File: src/rtl/tpig_pkg.sv
// shared types, codes and corner offset table of the patch index generator
// no dependencies
`timescale 1ns / 1ps

package tpig_pkg;

   typedef enum logic [3:0] {
      REG_LEFT     = 4'd0,
      REG_RIGHT    = 4'd1,
      REG_UP       = 4'd2,
      REG_DOWN     = 4'd3,
      REG_LU       = 4'd4,
      REG_RU       = 4'd5,
      REG_LD       = 4'd6,
      REG_RD       = 4'd7,
      REG_INTERIOR = 4'd8
   } region_type;

   localparam int NUM_REGIONS = 9;

   localparam logic [3:0] EDGE_MASK_RESET = 4'hF;

   // corner modes: bit0 horizontal side set, bit1 vertical side set
   localparam logic [1:0] CORNER_BOTH_CUT  = 2'd0;
   localparam logic [1:0] CORNER_VERT_CUT  = 2'd1;
   localparam logic [1:0] CORNER_HORZ_CUT  = 2'd2;
   localparam logic [1:0] CORNER_NONE      = 2'd3;

   typedef struct packed {
      region_type  region;
      logic [2:0]  tig;
   } phase_type;

   typedef struct packed {
      logic        last;
      logic [8:0]  vc;
      logic [8:0]  vb;
      logic [8:0]  va;
   } result_type;

   typedef struct packed {
      logic signed [1:0] dx;
      logic signed [1:0] dy;
   } offset_type;

   typedef offset_type [2:0] corner_row_type;

   function automatic logic [1:0] corner_mode(region_type r, logic [3:0] mask);
      logic h;
      logic v;
      h = (r == REG_LU || r == REG_LD) ? mask[0] : mask[1];
      v = (r == REG_LU || r == REG_RU) ? mask[2] : mask[3];
      return {v, h};
   endfunction

   function automatic logic [2:0] corner_size(logic [1:0] m);
      return (m == CORNER_VERT_CUT || m == CORNER_HORZ_CUT) ? 3'd3 : 3'd4;
   endfunction

   function automatic offset_type ofs(int x, int y);
      offset_type o;
      o.dx = 2'(x);
      o.dy = 2'(y);
      return o;
   endfunction

   // entry [j] is vertex j of the triangle
   function automatic corner_row_type corner_row(logic [1:0] k, logic [1:0] t);
      corner_row_type r;
      r = '0;
      case ({k, t})
         4'b00_00: r = {ofs(-1, 0),  ofs(-1, -1), ofs(0, 0)};
         4'b00_01: r = {ofs(1, 0),   ofs(0, 0),   ofs(1, -1)};
         4'b00_10: r = {ofs(-1, -1), ofs(1, -1),  ofs(0, 0)};
         4'b01_00: r = {ofs(-1, 1),  ofs(0, 0),   ofs(0, 1)};
         4'b01_01: r = {ofs(-1, 1),  ofs(-1, -1), ofs(0, 0)};
         4'b01_10: r = {ofs(0, -1),  ofs(0, 0),   ofs(-1, -1)};
         4'b10_00: r = {ofs(0, 1),   ofs(-1, 1),  ofs(0, 0)};
         4'b10_01: r = {ofs(1, 0),   ofs(0, 0),   ofs(1, -1)};
         4'b10_10: r = {ofs(-1, 1),  ofs(-1, -1), ofs(0, 0)};
         4'b10_11: r = {ofs(-1, -1), ofs(1, -1),  ofs(0, 0)};
         default:  r = '0;
      endcase
      return r;
   endfunction

endpackage

File: src/rtl/tpig_walk.sv
// position walker: moves the list position forward to the next triangle that
// exists under the current edge mask; uses tpig_pkg
`timescale 1ns / 1ps

module tpig_walk
   import tpig_pkg::*;
#(
   parameter int PATCH_SIZE = 17,
   localparam int CW = $clog2(PATCH_SIZE)
) (
   input  phase_type        phase_in,
   input  logic [CW-1:0]    outer_in,
   input  logic [CW-1:0]    inner_in,
   input  logic             restart,
   input  logic [3:0]       edge_mask,
   output phase_type        phase_out,
   output logic [CW-1:0]    outer_out,
   output logic [CW-1:0]    inner_out
);

   localparam logic [CW-1:0] ONE      = CW'(1);
   localparam logic [CW-1:0] STEPS    = CW'((PATCH_SIZE - 4) / 2);
   localparam logic [CW-1:0] MAX_FULL = CW'(PATCH_SIZE - 1);
   localparam logic [CW-1:0] MAX_CUT  = CW'(PATCH_SIZE - 2);

   region_type            cur_region;
   logic [2:0]            cur_t;
   logic [CW-1:0]         cur_o;
   logic [CW-1:0]         cur_i;
   logic [CW-1:0]         min_x;
   logic [CW-1:0]         min_y;
   logic [CW-1:0]         max_x;
   logic [CW-1:0]         max_y;
   logic                  stay;
   logic [2:0]            adj_t;
   logic [CW-1:0]         adj_o;
   logic [CW-1:0]         adj_i;
   logic [3:0]            start;
   logic [NUM_REGIONS-1:0] usable;
   region_type            pick;

   assign cur_region = restart ? REG_LEFT : phase_in.region;
   assign cur_t      = restart ? 3'd0 : phase_in.tig;
   assign cur_o      = restart ? '0 : outer_in;
   assign cur_i      = restart ? '0 : inner_in;

   assign min_x = edge_mask[0] ? '0 : ONE;
   assign min_y = edge_mask[3] ? '0 : ONE;
   assign max_x = edge_mask[1] ? MAX_FULL : MAX_CUT;
   assign max_y = edge_mask[2] ? MAX_FULL : MAX_CUT;

   // local adjustment within the current region
   always_comb begin
      logic [1:0] m;
      logic       wrap;
      stay  = 1'b0;
      adj_t = cur_t;
      adj_o = cur_o;
      adj_i = cur_i;
      wrap  = 1'b0;
      m     = corner_mode(cur_region, edge_mask);
      case (cur_region)
         REG_LEFT, REG_RIGHT, REG_UP, REG_DOWN: begin
            if (cur_t >= 3'd3) begin
               adj_t = 3'd0;
               adj_o = cur_o + ONE;
            end
            stay = !edge_mask[cur_region[1:0]] && (adj_o < STEPS);
         end
         REG_LU, REG_RU, REG_LD, REG_RD: begin
            stay = (m != CORNER_NONE) && (cur_t < corner_size(m));
         end
         REG_INTERIOR: begin
            if (adj_o < min_y) begin
               adj_o = min_y;
               adj_i = min_x;
               adj_t = 3'd0;
            end
            if (adj_o >= max_y) wrap = 1'b1;
            if (adj_i < min_x) begin
               adj_i = min_x;
               adj_t = 3'd0;
            end
            if (adj_t >= 3'd2) begin
               adj_t = 3'd0;
               adj_i = adj_i + ONE;
            end
            if (adj_i >= max_x) begin
               adj_o = adj_o + ONE;
               adj_i = min_x;
               adj_t = 3'd0;
            end
            if (adj_o >= max_y) wrap = 1'b1;
            stay = !wrap;
         end
         default: begin
            stay = 1'b0;
         end
      endcase
   end

   // first usable region from the one after the current, wrapping past interior
   always_comb begin
      for (int g = 0; g < NUM_REGIONS; g++) begin
         if (g < 4) begin
            usable[g] = !edge_mask[g];
         end else if (g < NUM_REGIONS - 1) begin
            usable[g] = corner_mode(region_type'(4'(g)), edge_mask) != CORNER_NONE;
         end else begin
            usable[g] = 1'b1;
         end
      end
      start = (cur_region == REG_INTERIOR) ? 4'd0 : 4'(cur_region + 4'd1);
      pick  = REG_INTERIOR;
      for (int g = NUM_REGIONS - 1; g >= 0; g--) begin
         if (4'(g) >= start && usable[g]) pick = region_type'(4'(g));
      end
   end

   always_comb begin
      if (stay) begin
         phase_out.region = cur_region;
         phase_out.tig    = adj_t;
         outer_out        = adj_o;
         inner_out        = adj_i;
      end else begin
         phase_out.region = pick;
         phase_out.tig    = 3'd0;
         outer_out        = (pick == REG_INTERIOR) ? min_y : '0;
         inner_out        = (pick == REG_INTERIOR) ? min_x : '0;
      end
   end

endmodule

File: src/rtl/tpig_emit.sv
// triangle emitter: vertex indices and last flag for one list position
// uses tpig_pkg for region codes and the corner offset table
`timescale 1ns / 1ps

module tpig_emit
   import tpig_pkg::*;
#(
   parameter int PATCH_SIZE = 17,
   localparam int CW = $clog2(PATCH_SIZE)
) (
   input  phase_type        phase,
   input  logic [CW-1:0]    outer_step,
   input  logic [CW-1:0]    inner_step,
   input  logic [3:0]       edge_mask,
   output result_type       result
);

   localparam int IW  = $clog2(PATCH_SIZE * PATCH_SIZE);
   localparam int VCW = (IW > 9) ? IW : 9;
   localparam logic [CW-1:0] ONE = CW'(1);
   localparam logic [CW-1:0] TWO = CW'(2);
   localparam logic [CW-1:0] PM1 = CW'(PATCH_SIZE - 1);
   localparam logic [CW-1:0] PM2 = CW'(PATCH_SIZE - 2);

   function automatic logic [8:0] vtx(logic [CW-1:0] x, logic [CW-1:0] y);
      logic [VCW-1:0] s;
      s = VCW'(x) * VCW'(PATCH_SIZE) + VCW'(y);
      return s[8:0];
   endfunction

   function automatic logic [CW-1:0] shift(logic [CW-1:0] b, logic signed [1:0] d,
                                           logic neg);
      logic signed [1:0] e;
      e = neg ? -d : d;
      return b + {{(CW-2){e[1]}}, e};
   endfunction

   logic [CW-1:0] vx [3];
   logic [CW-1:0] vy [3];
   logic          last;

   always_comb begin
      logic [CW-1:0]  i0;
      logic [CW-1:0]  i1;
      logic [CW-1:0]  i2;
      logic [CW-1:0]  xb;
      logic [CW-1:0]  yb;
      logic           negx;
      logic           negy;
      logic           flip;
      logic [1:0]     m;
      logic [1:0]     k;
      corner_row_type row;
      logic [CW-1:0]  max_x;
      logic [CW-1:0]  max_y;
      logic [CW-1:0]  x1;
      logic [CW-1:0]  y1;
      i0    = TWO + {outer_step[CW-2:0], 1'b0};
      i1    = i0 + ONE;
      i2    = i0 + TWO;
      xb    = (phase.region == REG_LU || phase.region == REG_LD) ? ONE : PM2;
      yb    = (phase.region == REG_LD || phase.region == REG_RD) ? ONE : PM2;
      negx  = !(phase.region == REG_LU || phase.region == REG_LD);
      negy  = !(phase.region == REG_LD || phase.region == REG_RD);
      flip  = (phase.region == REG_LU || phase.region == REG_RD);
      m     = corner_mode(phase.region, edge_mask);
      k     = (m == CORNER_VERT_CUT) ? 2'd0 : (m == CORNER_HORZ_CUT) ? 2'd1 : 2'd2;
      row   = corner_row(k, phase.tig[1:0]);
      max_x = edge_mask[1] ? PM1 : PM2;
      max_y = edge_mask[2] ? PM1 : PM2;
      x1    = inner_step + ONE;
      y1    = outer_step + ONE;
      last  = 1'b0;
      for (int j = 0; j < 3; j++) begin
         vx[j] = '0;
         vy[j] = '0;
      end
      case (phase.region)
         REG_LEFT: begin
            case (phase.tig)
               3'd0: begin
                  vx[0] = ONE; vy[0] = i0; vx[1] = '0;  vy[1] = i0; vx[2] = ONE; vy[2] = i1;
               end
               3'd1: begin
                  vx[0] = '0;  vy[0] = i0; vx[1] = '0;  vy[1] = i2; vx[2] = ONE; vy[2] = i1;
               end
               default: begin
                  vx[0] = '0;  vy[0] = i2; vx[1] = ONE; vy[1] = i2; vx[2] = ONE; vy[2] = i1;
               end
            endcase
         end
         REG_RIGHT: begin
            case (phase.tig)
               3'd0: begin
                  vx[0] = PM2; vy[0] = i0; vx[1] = PM2; vy[1] = i1; vx[2] = PM1; vy[2] = i0;
               end
               3'd1: begin
                  vx[0] = PM1; vy[0] = i0; vx[1] = PM2; vy[1] = i1; vx[2] = PM1; vy[2] = i2;
               end
               default: begin
                  vx[0] = PM1; vy[0] = i2; vx[1] = PM2; vy[1] = i1; vx[2] = PM2; vy[2] = i2;
               end
            endcase
         end
         REG_UP: begin
            case (phase.tig)
               3'd0: begin
                  vx[0] = i0; vy[0] = PM1; vx[1] = i1; vy[1] = PM2; vx[2] = i0; vy[2] = PM2;
               end
               3'd1: begin
                  vx[0] = i1; vy[0] = PM2; vx[1] = i0; vy[1] = PM1; vx[2] = i2; vy[2] = PM1;
               end
               default: begin
                  vx[0] = i2; vy[0] = PM1; vx[1] = i2; vy[1] = PM2; vx[2] = i1; vy[2] = PM2;
               end
            endcase
         end
         REG_DOWN: begin
            case (phase.tig)
               3'd0: begin
                  vx[0] = i0; vy[0] = '0;  vx[1] = i0; vy[1] = ONE; vx[2] = i1; vy[2] = ONE;
               end
               3'd1: begin
                  vx[0] = i1; vy[0] = ONE; vx[1] = i2; vy[1] = '0;  vx[2] = i0; vy[2] = '0;
               end
               default: begin
                  vx[0] = i2; vy[0] = '0;  vx[1] = i1; vy[1] = ONE; vx[2] = i2; vy[2] = ONE;
               end
            endcase
         end
         REG_LU, REG_RU, REG_LD, REG_RD: begin
            // flipped corners swap the first two vertices
            for (int j = 0; j < 3; j++) begin
               vx[j] = shift(xb, row[j].dx, negx);
               vy[j] = shift(yb, row[j].dy, negy);
            end
            if (flip) begin
               vx[0] = shift(xb, row[1].dx, negx);
               vy[0] = shift(yb, row[1].dy, negy);
               vx[1] = shift(xb, row[0].dx, negx);
               vy[1] = shift(yb, row[0].dy, negy);
            end
         end
         default: begin
            vx[0] = inner_step;
            vy[0] = outer_step;
            if (phase.tig == 3'd0) begin
               vx[1] = inner_step; vy[1] = y1;
               vx[2] = x1;         vy[2] = y1;
            end else begin
               vx[1] = x1; vy[1] = y1;
               vx[2] = x1; vy[2] = outer_step;
               last  = (y1 == max_y) && (x1 == max_x);
            end
         end
      endcase
   end

   assign result.va   = vtx(vx[0], vy[0]);
   assign result.vb   = vtx(vx[1], vy[1]);
   assign result.vc   = vtx(vx[2], vy[2]);
   assign result.last = last;

endmodule

File: src/rtl/tpig_skid.sv
// two-entry output register with skid stage for result words
// uses tpig_pkg for the result word type
`timescale 1ns / 1ps

module tpig_skid
   import tpig_pkg::*;
(
   input  logic        clock,
   input  logic        reset,
   input  logic        in_valid,
   output logic        in_ready,
   input  result_type  in_word,
   output logic        out_valid,
   input  logic        out_ready,
   output result_type  out_word
);

   logic       out_valid_ff;
   logic       out_valid_in;
   logic       skid_valid_ff;
   logic       skid_valid_in;
   result_type out_word_ff;
   result_type out_word_in;
   result_type skid_word_ff;
   result_type skid_word_in;
   logic       take;

   assign in_ready  = !skid_valid_ff;
   assign take      = in_valid && in_ready;
   assign out_valid = out_valid_ff;
   assign out_word  = out_word_ff;

   always_comb begin
      out_valid_in  = out_valid_ff;
      skid_valid_in = skid_valid_ff;
      out_word_in   = out_word_ff;
      skid_word_in  = skid_word_ff;
      if (take) begin
         if (!out_valid_ff || out_ready) begin
            out_valid_in = 1'b1;
            out_word_in  = in_word;
         end else begin
            skid_valid_in = 1'b1;
            skid_word_in  = in_word;
         end
      end else if (out_ready) begin
         out_valid_in  = skid_valid_ff;
         out_word_in   = skid_word_ff;
         skid_valid_in = 1'b0;
      end
   end

   always_ff @(posedge clock) begin
      if (reset) begin
         out_valid_ff  <= 1'b0;
         skid_valid_ff <= 1'b0;
      end else begin
         out_valid_ff  <= out_valid_in;
         skid_valid_ff <= skid_valid_in;
      end
      out_word_ff  <= out_word_in;
      skid_word_ff <= skid_word_in;
   end

endmodule

File: src/rtl/terrain_patch_index_generator_unit.sv
// Terrain patch index generator, top level: list position registers,
// edge mask register, walker, emitter and output skid. Uses tpig_pkg.
//
// Usage: each word accepted on the req_ channel asks for one triangle of the
// patch list; req_tdata[0] = 1 restarts the list at its first triangle. The
// rsp_ channel returns one word per request with three vertex indices in
// rsp_tdata and rsp_tlast high on the final triangle of the list, after which
// the list wraps. The user must write the edge mask through
// csr_wr_en/csr_wr_data only while no request is in flight; the block itself
// does not enforce it. The current position is kept and moved on to the next
// triangle that exists under the new mask. Results are registered after the
// walker and emitter logic. Throughput: one triangle per cycle while the
// receiver does not stall, set by the position update loop.
// Reset (synchronous, active high) returns to the start of the list, sets the
// edge mask to all sides at same detail and empties the output stage.
// When the receiver stalls, one further request is taken into the skid stage;
// req_tready then drops until the output drains.
`timescale 1ns / 1ps

module terrain_patch_index_generator_unit
   import tpig_pkg::*;
#(
   parameter int PATCH_SIZE = 17
) (
   input  logic         clock,
   input  logic         reset,
   input  logic         req_tvalid,
   output logic         req_tready,
   input  logic [7:0]   req_tdata,    // [0] restart, [7:1] zero
   output logic         rsp_tvalid,
   input  logic         rsp_tready,
   output logic [31:0]  rsp_tdata,    // [8:0] vertex_a, [17:9] vertex_b, [26:18] vertex_c
   output logic         rsp_tlast,    // last_triangle
   input  logic         csr_wr_en,
   input  logic [3:0]   csr_wr_data   // edge_mask
);

   localparam int CW = $clog2(PATCH_SIZE);

   phase_type     phase_ff;
   phase_type     phase_in;
   logic [CW-1:0] outer_ff;
   logic [CW-1:0] outer_in;
   logic [CW-1:0] inner_ff;
   logic [CW-1:0] inner_in;
   logic [3:0]    edge_mask_ff;
   phase_type     norm_phase;
   logic [CW-1:0] norm_outer;
   logic [CW-1:0] norm_inner;
   result_type    tri_word;
   result_type    rsp_word;
   logic          accept;

   assign accept = req_tvalid && req_tready;

   tpig_walk #(.PATCH_SIZE(PATCH_SIZE)) u_walk (
      .phase_in  (phase_ff),
      .outer_in  (outer_ff),
      .inner_in  (inner_ff),
      .restart   (req_tdata[0]),
      .edge_mask (edge_mask_ff),
      .phase_out (norm_phase),
      .outer_out (norm_outer),
      .inner_out (norm_inner)
   );

   tpig_emit #(.PATCH_SIZE(PATCH_SIZE)) u_emit (
      .phase      (norm_phase),
      .outer_step (norm_outer),
      .inner_step (norm_inner),
      .edge_mask  (edge_mask_ff),
      .result     (tri_word)
   );

   tpig_skid u_skid (
      .clock     (clock),
      .reset     (reset),
      .in_valid  (req_tvalid),
      .in_ready  (req_tready),
      .in_word   (tri_word),
      .out_valid (rsp_tvalid),
      .out_ready (rsp_tready),
      .out_word  (rsp_word)
   );

   always_comb begin
      phase_in = phase_ff;
      outer_in = outer_ff;
      inner_in = inner_ff;
      if (accept) begin
         phase_in.region = norm_phase.region;
         phase_in.tig    = norm_phase.tig + 3'd1;
         outer_in        = norm_outer;
         inner_in        = norm_inner;
      end
   end

   always_ff @(posedge clock) begin
      if (reset) begin
         phase_ff     <= '{region: REG_LEFT, tig: 3'd0};
         outer_ff     <= '0;
         inner_ff     <= '0;
         edge_mask_ff <= EDGE_MASK_RESET;
      end else begin
         phase_ff <= phase_in;
         outer_ff <= outer_in;
         inner_ff <= inner_in;
         if (csr_wr_en) begin
            edge_mask_ff <= csr_wr_data;
         end
      end
   end

   assign rsp_tdata = {5'd0, rsp_word.vc, rsp_word.vb, rsp_word.va};
   assign rsp_tlast = rsp_word.last;

endmodule

File: config.mk
export PLATFORM = sky130hd
export DESIGN_NAME = terrain_patch_index_generator_unit
export DESIGN_NICKNAME = d
export VERILOG_FILES = /design/src/rtl/tpig_pkg.sv /design/src/rtl/tpig_walk.sv /design/src/rtl/tpig_emit.sv /design/src/rtl/tpig_skid.sv /design/src/rtl/terrain_patch_index_generator_unit.sv
export SDC_FILE = /design/constraint.sdc
export NUM_CORES = 1
export LEC_CHECK = 0
export ABC_AREA = 1
export ABC_CLOCK_PERIOD_IN_PS = 29700
export BUFFER_PORTS_ARGS = -buffer_cell sky130_fd_sc_hd__buf_2
export CAP_MARGIN = 20
export CORE_UTILIZATION = 25
export CTS_CLUSTER_SIZE = 40
export DETAILED_ROUTE_END_ITERATION = 10
export GPL_TIMING_DRIVEN = 0
export PLACE_DENSITY = 0.46
export SETUP_SLACK_MARGIN = 0.1
export SYNTH_ARGS = -nofsm -noshare
export SYNTH_HDL_FRONTEND = slang
export SYNTH_SLANG_ARGS = --single-unit
File: constraint.sdc
create_clock -name clock -period 29.7 [get_ports clock]
set_clock_uncertainty 0.15 [all_clocks]
set_input_delay 4.455 -clock clock [delete_from_list [all_inputs] [get_ports clock]]
set_output_delay 4.455 -clock clock [all_outputs]
set_load 0.01 [all_outputs]
==> results.json <==
{
  "worst_pin_slew_ps": 866,
  "drive_gt1_frac": 0.0942,
  "ctsResizeCount": 0,
  "nFillCells": 3570,
  "holdPathStages": 2,
  "fin_crit_ps": 15040,
  "setup_tns_ps": 0,
  "cp-end-kind": "flip-flop",
  "cts_hold_buf": 0,
  "power.leakage_nw": 4.69,
  "syn-instance-count": 1215,
  "rsz0062_at_grt": "no",
  "final_area_mm2": 0.00923,
  "start_kind": "input port",
  "cts_tree": "built",
  "slowest_stage": "o21ai_0",
  "dpl-instance-area_mm2": 0.00892,
  "dr.pass1.iters": 5,
  "fp-row-count": 65,
  "netlist_top_cells_area": "edfxtp_1 21%, nand2_1 17%, ha_1 13%",
  "final_cell_mix": "371 x nand2_1, 160 x inv_1, 99 x nand3_1, 85 x nor2_1, 85 x ha_1",
  "finalCritPeriodShare": 0.506,
  "cpPeakStageDelay_ps": 680,
  "worstPathRequired_ps": 29640,
  "remaining_drc_errors": 0,
  "hpwl_mm": 21.5,
  "grt_max_degree": 30,
  "max-slew-margin-rel": 0.417,
  "cts-buffers-inserted": 9,
  "fp.coreArea_mm2": 0.0318,
  "cts.sinks": 79,
  "diodes": 0,
  "vias_per_cell": 4.69,
  "cts_buffer_depth": 2,
  "layout_commonest_cell": "nand2_1",
  "vias": 8010,
  "place.gp.congestion": 0.983,
  "hold_viol_final": 0,
  "insertion_delay_ps": 350,
  "yosys_most_used_dff": "edfxtp_1",
  "synth-edff-count": 56,
  "synthesis.area_mm2": 0.00814,
  "grt.total_usage": 0.164,
  "synthArstFlopShare": 0,
  "criticalPathCategory": "input port to flip-flop",
  "final_cells": 1709,
  "crit_fanout": 10,
  "first_iter_violations": 621,
  "power.density_mw_per_mm2": 96.0,
  "grt_antenna_before_repair": 0,
  "report.final.slew_viol_count": 0,
  "clk_pin_slew_worst_paths_ps": 60,
  "final_nets": 1379,
  "yosysTopAreaCell": "edfxtp_1",
  "die_y_um": 182,
  "outcome": "complete, no violations",
  "io_pins": 52,
  "grt_pass1_wl_mm": 42.3,
  "drv_cap": 0,
  "cpMostUsedCell": "nand2_1",
  "die_area_mm2": 0.0333,
  "numPlacedInstances": 1693,
  "area_delta_synth_final_pct": 13.4,
  "grt_overflow_total": 0,
  "seq_area_frac_synth": 0.263,
  "die_width_um": 182,
  "htreeDepth": 3,
  "avgSynthCellArea_um2": 6.70,
  "arrival_ps": 14980,
  "synth_top_area_frac": 0.207,
  "postCtsSetupBuffers": 0,
  "ys_seq_elements": 79,
  "timing.final.setup_violations": 0,
  "cts-root-buf": "clkbuf_16",
  "wire_per_inst_um": 15.5,
  "ys.warnings.count": 0,
  "reg2regPathDepth": 63,
  "drt-total-wl_mm": 26.6,
  "start_util": 0.256,
  "fmax_ghz": 0.0665,
  "io_buffers": 38,
  "drtAntennaViolNets": 0,
  "hold_class": "flip-flop to flip-flop",
  "synth_cell_types": 53,
  "ir_drop_mv": 0.0365,
  "grt_pass1_vias": 7767
}
[Yosys cell counts (all sizes together), types with 16 or more instances]
cell type / instances
nand2: 394
inv: 168
nand3: 102
nor2: 94
ha: 85
o21ai: 80
a21oi: 78
edfxtp: 56
dfxtp: 23
clkbuf: 17
nand4: 17
buf: 16
[per-layer routing]
metal / up-vias / GRT usage / wire length, µm
met5: - / 0 / 0
li1: 4092 / - / -
met3: 45 / 0.0166 / 884
met2: 180 / 0.261 / 11600
met1: 3693 / 0.230 / 13300
met4: 0 / 0.0592 / 784
[where the power goes]
part	switching [W]	internal, W
Sequential	0.00000787	0.000181
Clock	0.0000469	0.0000735
Combinational	0.000370	0.000207
[flip-flops by register name (all words and copies together), names as in the netlist]
name / cells
u_skid.out_word: 28
u_skid.skid_word_ff: 28
phase_ff: 7
inner_ff: 5
outer_ff: 5
edge_mask_ff: 4
u_skid.out_valid: 1
u_skid.skid_valid_ff: 1
[worst max-delay path: cells and delay by family]
kind                       cells  cell delay (ps)
adders and majority gates      9             2720
AOI/OAI and AO/OA              5             1330
and+or+nand+nor               34             4720
xor gates and xnor gates       2              460
buffers and inverters         13             1260
[logic make-up after synthesis]
kind of cell,Yosys count,synth area share
simple gates,621,0.325
xor+xnor,20,0.0234
buf+inv,204,0.101
fa+ha+maj,93,0.150
mux,1,0.00123
other cells,1,0.000461
compound gates,196,0.135
flops,79,0.263
[final cells by class]
cell class | count | area [µm²] | area share
clock inverter | 6 | 86.3 | 0.00935
clock buffer | 10 | 229 | 0.0248
tap | 435 | 544 | 0.0590
timing repair buffer | 39 | 205 | 0.0222
buffer | 33 | 183 | 0.0198
sequential | 79 | 2140 | 0.232
inverter | 171 | 643 | 0.0697
multi-input combinational | 936 | 5200 | 0.563
[worst paths after layout]
check                                  endpoint                      from  slack [ps]
hold / removal         phase_ff[1]$_SDFFE_PP0P_  phase_ff[1]$_SDFFE_PP0P_         330
setup / recovery  u_skid.out_word[26]$_DFFE_PP_              req_tdata[0]       14660
hold reg to reg        phase_ff[1]$_SDFFE_PP0P_  phase_ff[1]$_SDFFE_PP0P_         330
setup reg to reg  u_skid.out_word[26]$_DFFE_PP_  outer_ff[0]$_SDFFE_PP0P_       18530
[stage by stage]
| stage | worst slack (ps) | hold slack [ps] | utilization | total power [W] |
|---|---|---|---|---|
| final | 14660 | 328 | 0.290 | 0.000886 |
| after global routing | 13530 | 379 | 0.290 | 0.000981 |
| after CTS | 14660 | 334 | 0.290 | 0.000895 |
| after detailed placement | 14330 | 325 | 0.280 | 0.000767 |
| after global placement | 14320 | 321 | 0.280 | 0.000763 |
| after floorplan | 16640 | 295 | - | 0.000603 |
No activity file was read; power rests on OpenSTA's default activity.
